==> src/hdl/ddoc_pkg.sv <==
`timescale 1ns / 1ps
// ----------------------------------------------------------------------------
// ddoc_pkg
// Shared types, constants and the operation table of the odometry and
// covariance block.
// ----------------------------------------------------------------------------
package ddoc_pkg;

  localparam int unsigned CFG_IDX_W = 3;

  localparam logic [CFG_IDX_W-1:0] CFG_START_X          = 3'd0;
  localparam logic [CFG_IDX_W-1:0] CFG_START_Y          = 3'd1;
  localparam logic [CFG_IDX_W-1:0] CFG_START_HEADING    = 3'd2;
  localparam logic [CFG_IDX_W-1:0] CFG_MM_PER_PULSE     = 3'd3;
  localparam logic [CFG_IDX_W-1:0] CFG_INV_WHEEL_BASE   = 3'd4;
  localparam logic [CFG_IDX_W-1:0] CFG_ENCODER_VARIANCE = 3'd5;

  localparam logic [31:0] RST_MM_PER_PULSE     = 32'd1341375;
  localparam logic [31:0] RST_INV_WHEEL_BASE   = 32'd24826400;
  localparam logic [31:0] RST_ENCODER_VARIANCE = 32'd42949673;

  localparam logic signed [33:0] CORDIC_GAIN    = 34'sd652032874;
  localparam logic [63:0]        BAM_PER_RAD_Q4 = 64'd10937044409;

  localparam logic [62:0] LIM_BIG_VAL = 63'h3FFF_FFFF_FFFF_FFFF;
  localparam logic [62:0] LIM_COV_VAL = 63'h0000_7FFF_FFFF_FFFF;
  localparam logic [62:0] LIM_POS_VAL = 63'h0000_0100_0000_0000;

  localparam int unsigned PC_W = 6;
  localparam logic [PC_W-1:0] OP_PRE_CORDIC = 6'd3;
  localparam logic [PC_W-1:0] OP_LAST       = 6'd37;

  typedef struct packed {
    logic signed [31:0] count_right;
    logic signed [31:0] count_left;
  } in_item_t;

  typedef struct packed {
    logic signed [31:0] pose_x;
    logic signed [31:0] pose_y;
    logic [31:0]        pose_heading;
    logic signed [47:0] var_xx;
    logic signed [47:0] var_xy;
    logic signed [47:0] var_xa;
    logic signed [47:0] var_yy;
    logic signed [47:0] var_ya;
    logic signed [47:0] var_aa;
  } out_item_t;

  typedef enum logic [1:0] {MODE_MULSH, MODE_FLOOR, MODE_RAW} mul_mode_t;
  typedef enum logic [1:0] {LIM_BIG, LIM_COV, LIM_POS} lim_t;
  typedef enum logic [1:0] {SCL_ONE, SCL_TWO, SCL_NEG} scale_t;

  typedef enum logic [4:0] {
    SRC_DR, SRC_DL, SRC_MPP, SRC_W, SRC_IWB, SRC_RADQ, SRC_KBAM, SRC_DD,
    SRC_C, SRC_S, SRC_A, SRC_B, SRC_HS, SRC_HC, SRC_VAR, SRC_Q2T, SRC_Q1,
    SRC_Q2, SRC_CC, SRC_SS, SRC_CSP, SRC_HS2, SRC_HC2, SRC_HSC, SRC_AA,
    SRC_AB, SRC_BB, SRC_PXA, SRC_PYA, SRC_PAA
  } src_t;

  typedef enum logic [4:0] {
    DST_TR, DST_TL, DST_RADQ, DST_PROD, DST_DX, DST_DY, DST_A, DST_B,
    DST_HS, DST_HC, DST_Q2T, DST_Q2, DST_CC, DST_SS, DST_CSP, DST_HS2,
    DST_HC2, DST_HSC, DST_AA, DST_AB, DST_BB, DST_ACC0, DST_ACC1,
    DST_ACC2, DST_ACC3, DST_ACC4
  } dest_t;

  typedef struct packed {
    mul_mode_t   mode;
    src_t        src_a;
    src_t        src_b;
    logic [5:0]  sh;
    lim_t        lim;
    dest_t       dest;
    scale_t      scale;
  } op_t;

  typedef enum logic [3:0] {
    ST_IDLE, ST_PRIME, ST_INIT, ST_MUL_GO, ST_MUL_WAIT, ST_CORD_GO,
    ST_CORD_RUN, ST_COMMIT, ST_EMIT
  } ctrl_state_t;

  typedef enum logic [1:0] {MS_IDLE, MS_MUL, MS_SHF, MS_SAT} mul_state_t;

  typedef struct packed {
    logic            load_in;
    logic            prime;
    logic            init_acc;
    logic            mul_start;
    logic            cord_start;
    logic            commit;
    logic            emit;
    logic [PC_W-1:0] pc;
  } ctrl_cmd_t;

  typedef struct packed {
    logic primed;
    logic mul_done;
    logic cord_done;
    logic out_free;
  } ctrl_sts_t;

  // Operation sequence: travels, heading change, then (after CORDIC) the
  // pose deltas, Jacobian terms and covariance accumulation.
  function automatic op_t op_info(input logic [PC_W-1:0] pc);
    op_t o;
    unique case (pc)
      6'd0:  o = '{MODE_FLOOR, SRC_DR,   SRC_MPP,  6'd8,  LIM_BIG, DST_TR,   SCL_ONE};
      6'd1:  o = '{MODE_FLOOR, SRC_DL,   SRC_MPP,  6'd8,  LIM_BIG, DST_TL,   SCL_ONE};
      6'd2:  o = '{MODE_MULSH, SRC_W,    SRC_IWB,  6'd32, LIM_BIG, DST_RADQ, SCL_ONE};
      6'd3:  o = '{MODE_RAW,   SRC_RADQ, SRC_KBAM, 6'd0,  LIM_BIG, DST_PROD, SCL_ONE};
      6'd4:  o = '{MODE_MULSH, SRC_DD,   SRC_C,    6'd38, LIM_POS, DST_DX,   SCL_ONE};
      6'd5:  o = '{MODE_MULSH, SRC_DD,   SRC_S,    6'd38, LIM_POS, DST_DY,   SCL_ONE};
      6'd6:  o = '{MODE_MULSH, SRC_DD,   SRC_S,    6'd30, LIM_BIG, DST_A,    SCL_NEG};
      6'd7:  o = '{MODE_MULSH, SRC_DD,   SRC_C,    6'd30, LIM_BIG, DST_B,    SCL_ONE};
      6'd8:  o = '{MODE_MULSH, SRC_DD,   SRC_S,    6'd31, LIM_BIG, DST_HS,   SCL_ONE};
      6'd9:  o = '{MODE_MULSH, SRC_DD,   SRC_C,    6'd31, LIM_BIG, DST_HC,   SCL_ONE};
      6'd10: o = '{MODE_MULSH, SRC_VAR,  SRC_IWB,  6'd32, LIM_BIG, DST_Q2T,  SCL_ONE};
      6'd11: o = '{MODE_MULSH, SRC_Q2T,  SRC_IWB,  6'd39, LIM_BIG, DST_Q2,   SCL_ONE};
      6'd12: o = '{MODE_MULSH, SRC_C,    SRC_C,    6'd30, LIM_BIG, DST_CC,   SCL_ONE};
      6'd13: o = '{MODE_MULSH, SRC_S,    SRC_S,    6'd30, LIM_BIG, DST_SS,   SCL_ONE};
      6'd14: o = '{MODE_MULSH, SRC_C,    SRC_S,    6'd30, LIM_BIG, DST_CSP,  SCL_ONE};
      6'd15: o = '{MODE_MULSH, SRC_HS,   SRC_HS,   6'd24, LIM_BIG, DST_HS2,  SCL_ONE};
      6'd16: o = '{MODE_MULSH, SRC_HC,   SRC_HC,   6'd24, LIM_BIG, DST_HC2,  SCL_ONE};
      6'd17: o = '{MODE_MULSH, SRC_HS,   SRC_HC,   6'd24, LIM_BIG, DST_HSC,  SCL_ONE};
      6'd18: o = '{MODE_MULSH, SRC_A,    SRC_A,    6'd24, LIM_BIG, DST_AA,   SCL_ONE};
      6'd19: o = '{MODE_MULSH, SRC_A,    SRC_B,    6'd24, LIM_BIG, DST_AB,   SCL_ONE};
      6'd20: o = '{MODE_MULSH, SRC_B,    SRC_B,    6'd24, LIM_BIG, DST_BB,   SCL_ONE};
      6'd21: o = '{MODE_MULSH, SRC_A,    SRC_PXA,  6'd24, LIM_COV, DST_ACC0, SCL_TWO};
      6'd22: o = '{MODE_MULSH, SRC_AA,   SRC_PAA,  6'd24, LIM_COV, DST_ACC0, SCL_ONE};
      6'd23: o = '{MODE_MULSH, SRC_Q1,   SRC_CC,   6'd30, LIM_COV, DST_ACC0, SCL_ONE};
      6'd24: o = '{MODE_MULSH, SRC_Q2,   SRC_HS2,  6'd24, LIM_COV, DST_ACC0, SCL_ONE};
      6'd25: o = '{MODE_MULSH, SRC_A,    SRC_PYA,  6'd24, LIM_COV, DST_ACC1, SCL_ONE};
      6'd26: o = '{MODE_MULSH, SRC_B,    SRC_PXA,  6'd24, LIM_COV, DST_ACC1, SCL_ONE};
      6'd27: o = '{MODE_MULSH, SRC_AB,   SRC_PAA,  6'd24, LIM_COV, DST_ACC1, SCL_ONE};
      6'd28: o = '{MODE_MULSH, SRC_Q1,   SRC_CSP,  6'd30, LIM_COV, DST_ACC1, SCL_ONE};
      6'd29: o = '{MODE_MULSH, SRC_Q2,   SRC_HSC,  6'd24, LIM_COV, DST_ACC1, SCL_NEG};
      6'd30: o = '{MODE_MULSH, SRC_A,    SRC_PAA,  6'd24, LIM_COV, DST_ACC2, SCL_ONE};
      6'd31: o = '{MODE_MULSH, SRC_Q2,   SRC_HS,   6'd24, LIM_COV, DST_ACC2, SCL_NEG};
      6'd32: o = '{MODE_MULSH, SRC_B,    SRC_PYA,  6'd24, LIM_COV, DST_ACC3, SCL_TWO};
      6'd33: o = '{MODE_MULSH, SRC_BB,   SRC_PAA,  6'd24, LIM_COV, DST_ACC3, SCL_ONE};
      6'd34: o = '{MODE_MULSH, SRC_Q1,   SRC_SS,   6'd30, LIM_COV, DST_ACC3, SCL_ONE};
      6'd35: o = '{MODE_MULSH, SRC_Q2,   SRC_HC2,  6'd24, LIM_COV, DST_ACC3, SCL_ONE};
      6'd36: o = '{MODE_MULSH, SRC_B,    SRC_PAA,  6'd24, LIM_COV, DST_ACC4, SCL_ONE};
      6'd37: o = '{MODE_MULSH, SRC_Q2,   SRC_HC,   6'd24, LIM_COV, DST_ACC4, SCL_ONE};
      default: o = '{MODE_MULSH, SRC_DR, SRC_MPP, 6'd0, LIM_BIG, DST_TR, SCL_ONE};
    endcase
    return o;
  endfunction

  // atan(2^-i) as binary angle, 2^32 per turn
  function automatic logic [29:0] atan_bam(input logic [4:0] i);
    logic [29:0] v;
    unique case (i)
      5'd0:  v = 30'd536870912;
      5'd1:  v = 30'd316933406;
      5'd2:  v = 30'd167458907;
      5'd3:  v = 30'd85004756;
      5'd4:  v = 30'd42667331;
      5'd5:  v = 30'd21354465;
      5'd6:  v = 30'd10679838;
      5'd7:  v = 30'd5340245;
      5'd8:  v = 30'd2670163;
      5'd9:  v = 30'd1335087;
      5'd10: v = 30'd667544;
      5'd11: v = 30'd333772;
      5'd12: v = 30'd166886;
      5'd13: v = 30'd83443;
      5'd14: v = 30'd41722;
      5'd15: v = 30'd20861;
      5'd16: v = 30'd10430;
      5'd17: v = 30'd5215;
      5'd18: v = 30'd2608;
      5'd19: v = 30'd1304;
      5'd20: v = 30'd652;
      5'd21: v = 30'd326;
      5'd22: v = 30'd163;
      5'd23: v = 30'd81;
      5'd24: v = 30'd41;
      5'd25: v = 30'd20;
      5'd26: v = 30'd10;
      5'd27: v = 30'd5;
      5'd28: v = 30'd3;
      5'd29: v = 30'd1;
      5'd30: v = 30'd1;
      default: v = 30'd0;
    endcase
    return v;
  endfunction

endpackage

==> src/hdl/ddoc_ctrl.sv <==
`timescale 1ns / 1ps
// ----------------------------------------------------------------------------
// ddoc_ctrl
// Sequencer: primes on the first request; after that walks the operation table,
// starts the CORDIC and commits each result. Every result is emitted.
// ----------------------------------------------------------------------------
module ddoc_ctrl
  import ddoc_pkg::*;
(
  input  logic      clk,
  input  logic      rst_n,
  input  logic      in_valid,
  output logic      in_stall,
  input  ctrl_sts_t sts,
  output ctrl_cmd_t cmd
);

  ctrl_state_t     state_r, state_nxt;
  logic [PC_W-1:0] pc_r, pc_nxt;

  always_comb begin
    state_nxt = state_r;
    pc_nxt    = pc_r;
    unique case (state_r)
      ST_IDLE:     if (in_valid) state_nxt = sts.primed ? ST_INIT : ST_PRIME;
      ST_PRIME:    state_nxt = ST_EMIT;
      ST_INIT: begin
        state_nxt = ST_MUL_GO;
        pc_nxt    = '0;
      end
      ST_MUL_GO:   state_nxt = ST_MUL_WAIT;
      ST_MUL_WAIT: begin
        if (sts.mul_done) begin
          priority if (pc_r == OP_PRE_CORDIC) begin
            state_nxt = ST_CORD_GO;
          end else if (pc_r == OP_LAST) begin
            state_nxt = ST_COMMIT;
          end else begin
            state_nxt = ST_MUL_GO;
            pc_nxt    = pc_r + PC_W'(1);
          end
        end
      end
      ST_CORD_GO:  state_nxt = ST_CORD_RUN;
      ST_CORD_RUN: begin
        if (sts.cord_done) begin
          state_nxt = ST_MUL_GO;
          pc_nxt    = pc_r + PC_W'(1);
        end
      end
      ST_COMMIT:   state_nxt = ST_EMIT;
      ST_EMIT:     if (sts.out_free) state_nxt = ST_IDLE;
      default:     state_nxt = ST_IDLE;
    endcase
  end

  always_comb begin
    in_stall       = (state_r != ST_IDLE);
    cmd.load_in    = (state_r == ST_IDLE) && in_valid;
    cmd.prime      = (state_r == ST_PRIME);
    cmd.init_acc   = (state_r == ST_INIT);
    cmd.mul_start  = (state_r == ST_MUL_GO);
    cmd.cord_start = (state_r == ST_CORD_GO);
    cmd.commit     = (state_r == ST_COMMIT);
    cmd.emit       = (state_r == ST_EMIT) && sts.out_free;
    cmd.pc         = pc_r;
  end

  always_ff @(posedge clk) begin
    if (!rst_n) begin
      state_r <= ST_IDLE;
      pc_r    <= '0;
    end else begin
      state_r <= state_nxt;
      pc_r    <= pc_nxt;
    end
  end

endmodule

==> config.mk <==
export PLATFORM = sky130hd
export DESIGN_NAME = ddoc_ctrl
export DESIGN_NICKNAME = d
export VERILOG_FILES = /design/src/hdl/ddoc_pkg.sv /design/src/hdl/ddoc_ctrl.sv
export SDC_FILE = /design/constraint.sdc
export NUM_CORES = 1
export LEC_CHECK = 0
export BUFFER_PORTS_ARGS = -buffer_cell sky130_fd_sc_hd__buf_4
export CAP_MARGIN = 10
export CORE_UTILIZATION = 48
export CTS_BUF_LIST = sky130_fd_sc_hd__clkbuf_8
export DETAILED_ROUTE_END_ITERATION = 12
export GPL_TIMING_DRIVEN = 0
export PLACE_DENSITY = 0.77
export SLEW_MARGIN = 20
export SYNTH_ARGS = -nofsm -noshare
export SYNTH_HDL_FRONTEND = slang
export SYNTH_SLANG_ARGS = --single-unit
==> constraint.sdc <==
create_clock -name clk -period 1.5 [get_ports clk]
set_input_delay 0.375 -clock clk [delete_from_list [all_inputs] [get_ports clk]]
set_output_delay 0.375 -clock clk [all_outputs]
set_load 0.03 [all_outputs]
==> impl_metrics.json, run 1 <==
{
  "synthesis.nets": 100,
  "numCtsBuffers": 3,
  "hp-class": "input pin to register",
  "rrSetupSlack_ns": -0.15,
  "gr-total-overflow": 0,
  "drive_above_1_share_pct": 56.80,
  "yosysWarningCount": 0,
  "gp_congestion": 0.8505,
  "fillers": 62,
  "antenna_found_initial": 0,
  "h-tree-depth": 1,
  "path_class": "register to register",
  "io_pins": 21,
  "r2r_end": "pc_r[4]$_SDFFE_PN0P_",
  "hold_slack_ns": 0.3430,
  "grtUsageTotal_pct": 28.88,
  "die-area_mm2": 0.001721,
  "peakVddDrop_v": 0.0008223,
  "drtAntennaViolNets": 0,
  "worst_slack_ns": -0.1469,
  "drtIter0Drc": 73,
  "grt_pass1_vias": 786,
  "violations": "negative setup slack",
  "n_antenna_cell": 0,
  "setup_tns_ns": -0.8436,
  "cts.sinks": 10,
  "layout_common_cells": "26 x buf_4, 7 x nand2_1, 6 x buf_6, 6 x nand3_1",
  "ys_ff_latch": 10,
  "dr_total_vias": 965,
  "viasPerCell": 6.893,
  "grt_max_degree": 10,
  "critPathArrivalTime_ns": 1.77,
  "finalSetupViolCount": 13,
  "crit_path_end_kind": "register",
  "avgSynthCellArea_um2": 8.222,
  "yosysSeqAreaShare_pct": 26.76,
  "cts_tree": "built",
  "wl_um": 3152,
  "yosysUniqueCellTypes": 37,
  "startpoint": "state_r[1]$_SDFFE_PN0P_",
  "drv_slew": 0,
  "drc": 0,
  "routedWlPerCell_um": 22.51,
  "die_h_um": 41.48,
  "fin_area_mm2": 0.001239,
  "finalCritPeriodShare_pct": 109.8,
  "clk-insertion-delay-late_ns": 0.24,
  "worst_pin_slew_ns": 0.4281,
  "dp_hpwl_um": 1470,
  "root_buffer": "clkbuf_8",
  "clock.fmax_ghz": 0.6072,
  "layout_commonest_cell": "buf_4",
  "crit_end": "pc_r[4]$_SDFFE_PN0P_",
  "rsz0062_at_grt": "true",
  "die_x_um": 41.48,
  "worst-r2r-cell-count": 7,
  "start_util_pct": 54.12,
  "skew_ns": 0.004503,
  "clock_path_buffers": 2,
  "fin_cells": 140,
  "p_per_area_mw_per_mm2": 755.3,
  "synthArstFlopShare_pct": 0,
  "final_hold_viol_count": 0,
  "finalCriticalPeriod_ns": 1.647,
  "rows": 13,
  "start_kind": "register",
  "max_cap_violations": 0,
  "syn_area_um2": 748.2,
  "portBuffers": 20,
  "placed_cells": 126,
  "cp_max_fo": 6,
  "placed_area_um2": 928.4,
  "synthCells": 91,
  "ys.flop_type": "dfxtp_1",
  "p_leak_nw": 0.4851,
  "relSlewSlack_pct": 71.42,
  "cp.required_ns": 1.62,
  "syn_to_final_growth_pct": 65.55,
  "r2r_start": "state_r[1]$_SDFFE_PN0P_",
  "synth_edf_count": 0,
  "seq_area_um2": 215.2,
  "drtPass1Iterations": 4,
  "clkSlewWorstSetupHoldPaths_ns": 0.05,
  "grt_pass1_wl_um": 3822,
  "multi_input_area_um2": 654.4,
  "final_nets": 135,
  "core_area_mm2": 0.001383,
  "outcome": "finished with violations"
}
[cells in the mapped netlist, drive strengths merged (2+ instances only)]
library cell | count | area, um2
dfxtp | 10 | 200.2
nand2 | 7 | 26.28
and3 | 6 | 37.54
nand3 | 6 | 30.03
nor2 | 6 | 22.52
o21ai | 5 | 36.28
inv | 4 | 15.01
o21a | 4 | 30.03
a21oi | 3 | 15.01
a31oi | 3 | 18.77
buf | 3 | 17.52
mux2i | 3 | 30.03
nand2b | 3 | 18.77
o211ai | 3 | 22.52
and2 | 2 | 12.51
ha | 2 | 25.02
mux2 | 2 | 30.03
nor2b | 2 | 12.51
nor3 | 2 | 10.01
[worst min-delay path by stage]
stage	from	to	slack [ns]	depth (start not counted)
after floorplan	sts[3]	state_r[0]$_SDFFE_PN0P_	0.47	1
after global placement	pc_r[1]$_SDFFE_PN0P_	pc_r[1]$_SDFFE_PN0P_	0.48	2
after detailed placement	pc_r[1]$_SDFFE_PN0P_	pc_r[1]$_SDFFE_PN0P_	0.49	2
after CTS	sts[3]	state_r[0]$_SDFFE_PN0P_	0.34	2
after global routing	sts[3]	state_r[0]$_SDFFE_PN0P_	0.33	2
final	sts[3]	state_r[0]$_SDFFE_PN0P_	0.34	2
[sequential cells by signal, indices dropped and copies added (netlist names)]
signal and flops:
pc_r 6, state_r 4
[area by class of cell]
class	instances	share of cell area [%]
Buffer	3	3.030
Clock buffer	4	4.444
Inverter	4	1.414
Multi-Input combinational cell	74	52.83
Sequential cell	10	17.37
Tap cell	15	1.515
Timing Repair Buffer	30	19.39
[per-layer routing]
metal / global-route usage (%) / wire length (um) / vias up
met2: 47.19 / 1537 / 73
met4: 3.871 / 107 / 0
met5: 0 / 0 / -
met3: 9.130 / 300 / 15
li1: - / - / 410
met1: 38.07 / 1207 / 467
[cell families (layout without fill, tap and decap cells)]
group / Yosys count / after routing / synth area share (%)
adder cells (fa/ha/maj): 2 / 2 / 3.344
multiplexers: 5 / 5 / 8.027
AO/OA/AOI/OAI: 24 / 24 / 25.25
AND/OR/NAND/NOR: 42 / 42 / 31.11
XOR/XNOR: 1 / 1 / 1.171
buffers and inverters: 7 / 41 / 4.348
flip-flops: 10 / 10 / 26.76
[power breakdown]
group	switching, mW	internal [mW]
Clock	0.105	0.231
Sequential	0.0133	0.273
Combinational	0.172	0.142
[critical path: stages, from the launching register on]
cell and delay, ns:
dfxtp_2 0.33, buf_6 0.13, buf_4 0.16, nor2b_1 0.23, nand3_1 0.20, o211ai_1 0.24
buf_4 0.17, a21oi_1 0.08
[metrics by stage]
step / power (mW) / utilization, % / setup slack [ns]
final: 0.9356 / 89.59 / -0.1469
after CTS: 0.8932 / 82.17 / -0.02609
after global placement: 0.5005 / 67.15 / -0.1103
after detailed placement: 0.5036 / 67.15 / -0.1199
after floorplan: 0.4369 / - / -0.2247
after global routing: 0.9616 / 89.59 / -0.1852
[timing repair]
item	in CTS	in global routing
hold buffers	0	0
setup buffers	10	0
endpoints found under the hold margin	0	0
endpoints found under the setup margin	14	16
gates resized for setup	23	22
pin swaps	4	5
Note: power is estimated with default switching activity, not from simulation.
==> run 2: changes to the inputs <==
CORE_MARGIN = 2   (was unset)
CORE_UTILIZATION = 53   (was 48)
PLACE_DENSITY = 0.81   (was 0.77)
clock period = 1.7 ns   (was 1.5 ns; I/O delays follow)
==> run 2 against run 1 <==
  * Global-route usage shrank 7.7 points
  * The run now ends clean
  * Cell area shrank 16%
  * Critical path type is now register to output port
  * Total power shrank 19%
  * Hold slack gained 0.064 ns
==> impl_metrics.json, run 2 (same netlist as run 1, synthesis figures left out) <==
{
  "place_ws_ns": 0.05391,
  "skew_ns": 0.001458,
  "gr-total-overflow": 0,
  "numCtsBuffers": 3,
  "total_power_uw": 761.9,
  "layout_commonest_cell": "buf_4",
  "postLayoutCoreUtil_pct": 78.54,
  "grt_busiest_layer": "met2",
  "grtUsageMet1_pct": 30.35,
  "crit_cells": 4,
  "die_x_um": 41.58,
  "max_stage_delay_ns": 0.35,
  "clock.fmax_ghz": 0.5933,
  "cp.required_ns": 1.27,
  "viasPerCell": 6.158,
  "path_class": "register to output port",
  "grt_max_degree": 11,
  "grt_use_met3_pct": 6.522,
  "worst-r2r-cell-count": 6,
  "drtIter0Drc": 66,
  "drc": 0,
  "fin_cells": 133,
  "regMostFlops": "pc_r",
  "p_leak_nw": 0.4380,
  "cts_tree": "built",
  "finalCritPeriodShare_pct": 99.15,
  "critPathArrivalTime_ns": 1.26,
  "antenna_found_initial": 0,
  "grtUsageTotal_pct": 21.20,
  "portBuffers": 20,
  "cp_num_buf_inv": 2,
  "h-tree-depth": 1,
  "n_antenna_cell": 0,
  "routedWlPerCell_um": 14.95,
  "path_cells": "buf_2 > nor2_4 > and3_1 > buf_4",
  "fillers": 93,
  "io_pins": 21,
  "dp_hpwl_um": 1368,
  "core_area_mm2": 0.001318,
  "worstHoldPathCells": 2,
  "dr_total_vias": 819,
  "cts.sinks": 10,
  "largest_reg_flops": 6,
  "rows": 13,
  "final_nets": 128,
  "rsz0062_at_grt": "true",
  "grt_pass1_wl_um": 2884,
  "die-area_mm2": 0.001728,
  "finalSetupViolCount": 0,
  "fin_area_mm2": 0.001035,
  "syn_to_final_growth_pct": 38.29,
  "clkSlewWorstSetupHoldPaths_ns": 0.05,
  "hold_buffers": 0,
  "outcome": "finished, final reports clean",
  "cp_max_fo": 10,
  "cp_top_family": "buffers and inverters",
  "p_per_area_mw_per_mm2": 736.3,
  "worst_slack_ns": 0.01441,
  "crit_path_end_kind": "output port",
  "multi_input_area_um2": 546.8,
  "drive_above_1_share_pct": 36.44,
  "finalCriticalPeriod_ns": 1.686,
  "hold_slack_ns": 0.4070,
  "peakVddDrop_v": 0.0006333,
  "placed_area_um2": 923.4,
  "wl_um": 1988,
  "drv_slew": 0,
  "grt_use_met2_pct": 31.56,
  "relSlewSlack_pct": 75.60,
  "clk-insertion-delay-late_ns": 0.23,
  "hp-class": "input pin to register",
  "worst_pin_slew_ns": 0.3644,
  "grt_pass1_vias": 649,
  "die_h_um": 41.58,
  "layout_common_cells": "24 x buf_4, 8 x dfxtp_1, 7 x nand2_1, 6 x and3_1, 6 x nand3_1",
  "seq_area_um2": 202.7,
  "top_regs": "pc_r: 6 flops, state_r: 4 flops",
  "drtAntennaViolNets": 0,
  "placed_cells": 126,
  "max_cap_violations": 0,
  "crit_path_top_delay_cell": "dfxtp_1",
  "setup_tns_ns": 0,
  "start_kind": "register",
  "clock_path_buffers": 2,
  "drtPass1Iterations": 4,
  "start_util_pct": 56.79,
  "gp_congestion": 0.8341,
  "final_hold_viol_count": 0,
  "root_buffer": "clkbuf_8"
}
run 2: cell count changes in the layout (fill, tap and decap cells not counted), moves of 3 or more:
cell     delta
nor2_1      +3
and3_1      +3
dfxtp_4     -3
dfxtp_1     +4
buf_6       -5
and3_4      -3
run 2: report_power, final:
part	internal, mW	switching (mW)	total, mW
registers	0.243	0.0102	0.253
logic	0.0933	0.121	0.214
clock network	0.203	0.0912	0.295
total	0.540	0.222	0.762
run 2: cell type report:
cell class	instances	area share [%]
plain buffers	3	2.297
clock buffers	4	5.320
inverters	4	1.451
multi-input cells	74	52.84
flip-flops and latches	10	19.59
well taps	15	1.814
repair buffers	23	16.69
run 2: timing repair:
| item | in CTS | in global routing |
|---|---|---|
| pin swaps | 0 | 1 |
| gates resized for setup | 5 | 4 |
| endpoints found under the hold margin | 0 | 0 |
| setup buffers | 0 | 3 |
| setup endpoints to repair | 7 | 9 |
run 2: path summary, 6_finish.rpt:
check / start / to / slack, ns
setup / recovery: state_r[1]$_SDFFE_PN0P_ / cmd[12] / 0.01
hold / removal: sts[3] / state_r[0]$_SDFFE_PN0P_ / 0.41
setup reg to reg: pc_r[1]$_SDFFE_PN0P_ / pc_r[2]$_SDFFE_PN0P_ / 0.11
hold reg to reg: state_r[3]$_SDFFE_PN0P_ / state_r[0]$_SDFFE_PN0P_ / 0.51
run 2: layer usage:
layer | share of wire [%] | vias to the layer above | wire length (um)
met3 | 6.5 | 4 | 129
met2 | 45 | 29 | 897
li1 | - | 395 | -
met1 | 48 | 391 | 948
met4 | 0.60 | 0 | 12
met5 | 0 | - | 0
==> run 3: changes to the inputs <==
CORE_UTILIZATION = 48   (was 53)
HOLD_SLACK_MARGIN = 0.03   (was unset)
PLACE_DENSITY = 0.77   (was 0.81)
clock period = 1.55 ns   (was 1.7 ns; I/O delays follow)
==> run 3 against run 2 <==
  * The run now ends with negative setup slack left
  * Clock skew about the same
  * Cell count grew 8.3%
  * Utilization is 1.3 points higher
  * Cell area increased by 15%
  * Worst setup slack lost 0.019 ns
  * Critical path depth unchanged
  * Non-clock buffer count grew 10
  * Combinational power rose by 33%
  * Highest routed layer unchanged
  * Sequential share of layout area decreased by 1.3 points
==> impl_metrics.json, run 3 (same netlist as run 1, synthesis figures left out) <==
{
  "outcome": "finished with violations",
  "violations": "negative setup slack",
  "worst_slack_ns": -0.004213,
  "clock_path_buffers": 2,
  "final_hold_viol_count": 0,
  "p_per_area_mw_per_mm2": 745.8,
  "cts.sinks": 10,
  "hold_slack_ns": 0.3549,
  "worstHoldPathCells": 2,
  "place_ws_ns": -0.09873,
  "cts_tree": "built",
  "rows": 14,
  "relSlewSlack_pct": 77.59,
  "final_nets": 138,
  "antenna_found_initial": 0,
  "finalSetupViolCount": 2,
  "die-area_mm2": 0.001891,
  "r2r_end": "pc_r[4]$_SDFFE_PN0P_",
  "seq_area_um2": 217.7,
  "critPathArrivalTime_ns": 1.17,
  "drtIter0Drc": 40,
  "max_cap_violations": 0,
  "cp.required_ns": 1.16,
  "hp-class": "input pin to register",
  "finalCritPeriodShare_pct": 100.3,
  "fin_cells": 144,
  "worst-r2r-cell-count": 6,
  "regMostFlops": "pc_r",
  "crit_path_end_kind": "output port",
  "start_util_pct": 50.25,
  "worst_pin_slew_ns": 0.3357,
  "min_from": "sts[3]",
  "dp_hpwl_um": 1412,
  "fillers": 104,
  "peakVddDrop_v": 0.0008563,
  "drv_slew": 0,
  "cp_max_fo": 5,
  "dr_total_vias": 905,
  "grt_pass1_vias": 798,
  "drtAntennaViolNets": 0,
  "numCtsBuffers": 3,
  "hold_buffers": 0,
  "skew_ns": 0.001907,
  "layout_common_cells": "30 x buf_4, 7 x nand2_1, 6 x nand3_1",
  "syn_to_final_growth_pct": 58.86,
  "drive_above_1_share_pct": 51.56,
  "multi_input_area_um2": 590.6,
  "top_regs": "pc_r: 6 flops, state_r: 4 flops",
  "grtUsageTotal_pct": 26.68,
  "start_kind": "register",
  "layout_commonest_cell": "buf_4",
  "gr-total-overflow": 0,
  "largest_reg_flops": 6,
  "r2r_start": "pc_r[0]$_SDFFE_PN0P_",
  "root_buffer": "clkbuf_8",
  "p_leak_nw": 0.4884,
  "wl_um": 2396,
  "grt_pass1_wl_um": 3726,
  "n_antenna_cell": 0,
  "portBuffers": 20,
  "grt_max_degree": 11,
  "io_pins": 21,
  "routedWlPerCell_um": 16.64,
  "h-tree-depth": 1,
  "viasPerCell": 6.285,
  "clkSlewWorstSetupHoldPaths_ns": 0.05,
  "gp_congestion": 0.7870,
  "placed_cells": 127,
  "clock.fmax_ghz": 0.6434,
  "drtPass1Iterations": 5,
  "min_to": "state_r[0]$_SDFFE_PN0P_",
  "core_area_mm2": 0.001489,
  "finalCriticalPeriod_ns": 1.554,
  "clk-insertion-delay-late_ns": 0.24,
  "rrSetupSlack_ns": 0.02,
  "rsz0062_at_grt": "true",
  "path_class": "register to output port",
  "die_h_um": 43.48,
  "drc": 0,
  "total_power_uw": 886.5,
  "placed_area_um2": 927.1,
  "fin_area_mm2": 0.001189,
  "die_x_um": 43.48
}
==> run 3: cell count changes in the layout (fill, tap and decap cells not counted), moves of 3 or more <==
cell     change
buf_4        +6
dfxtp_1      -4
dfxtp_4      +4
and3_1       -3
and3_4       +3
buf_6        +3
==> run 3: cell type report <==
class | instances | area share, %
multi-input cells | 74 | 49.68
well taps | 16 | 1.684
flip-flops and latches | 10 | 18.32
repair buffers | 33 | 21.26
inverters | 4 | 1.263
plain buffers | 3 | 3.158
clock buffers | 4 | 4.632
==> run 3: power breakdown <==
part | internal, mW | total [mW] | switching (mW)
Sequential | 0.264 | 0.280 | 0.0154
Combinational | 0.136 | 0.284 | 0.148
Clock | 0.223 | 0.323 | 0.0997
Total | 0.623 | 0.886 | 0.263
==> run 3: metrics by stage <==
step           setup TNS, ns  util (%)
4_1_cts            -0.002503     74.96
5_1_grt              -0.2190     79.83
2_1_floorplan        -0.3745         -
3_5_place_dp         -0.2634     62.27
3_3_place_gp        -0.08153     62.27
6_report           -0.008269     79.83
==> run 3: worst max-delay path by stage <==
| stage | end | startpoint | depth (start not counted) | slack (ns) |
|---|---|---|---|---|
| 6_report | cmd[12] | state_r[1]$_SDFFE_PN0P_ | 4 | -0.004 |
| 4_1_cts | cmd[12] | state_r[2]$_SDFFE_PN0P_ | 4 | -0.003 |
| 3_3_place_gp | cmd[6] | state_r[2]$_SDFFE_PN0P_ | 4 | -0.04 |
| 5_1_grt | pc_r[4]$_SDFFE_PN0P_ | pc_r[0]$_SDFFE_PN0P_ | 6 | -0.05 |
| 2_1_floorplan | cmd[11] | state_r[0]$_SDFFE_PN0P_ | 3 | -0.19 |
| 3_5_place_dp | cmd[12] | state_r[2]$_SDFFE_PN0P_ | 4 | -0.1 |
==> run 3: critical path: stages, from the launching register on <==
cell     delay, ns
dfxtp_2       0.34
buf_6         0.13
nor2_4        0.14
and3_4        0.20
buf_6         0.12
==> run 3: repair_timing <==
item,4_1_cts,5_1_grt
endpoints found under the hold margin,0,0
gates resized for setup,20,12
setup endpoints to repair,11,15
setup buffers,9,3
pin swaps,4,6
cloned,0,1
==> run 3: routing by layer <==
layer	wire length [um]	track usage, %
met3	163	9.583
met1	1035	35.92
met5	0	0
met2	1130	41.49
met4	66	5.455
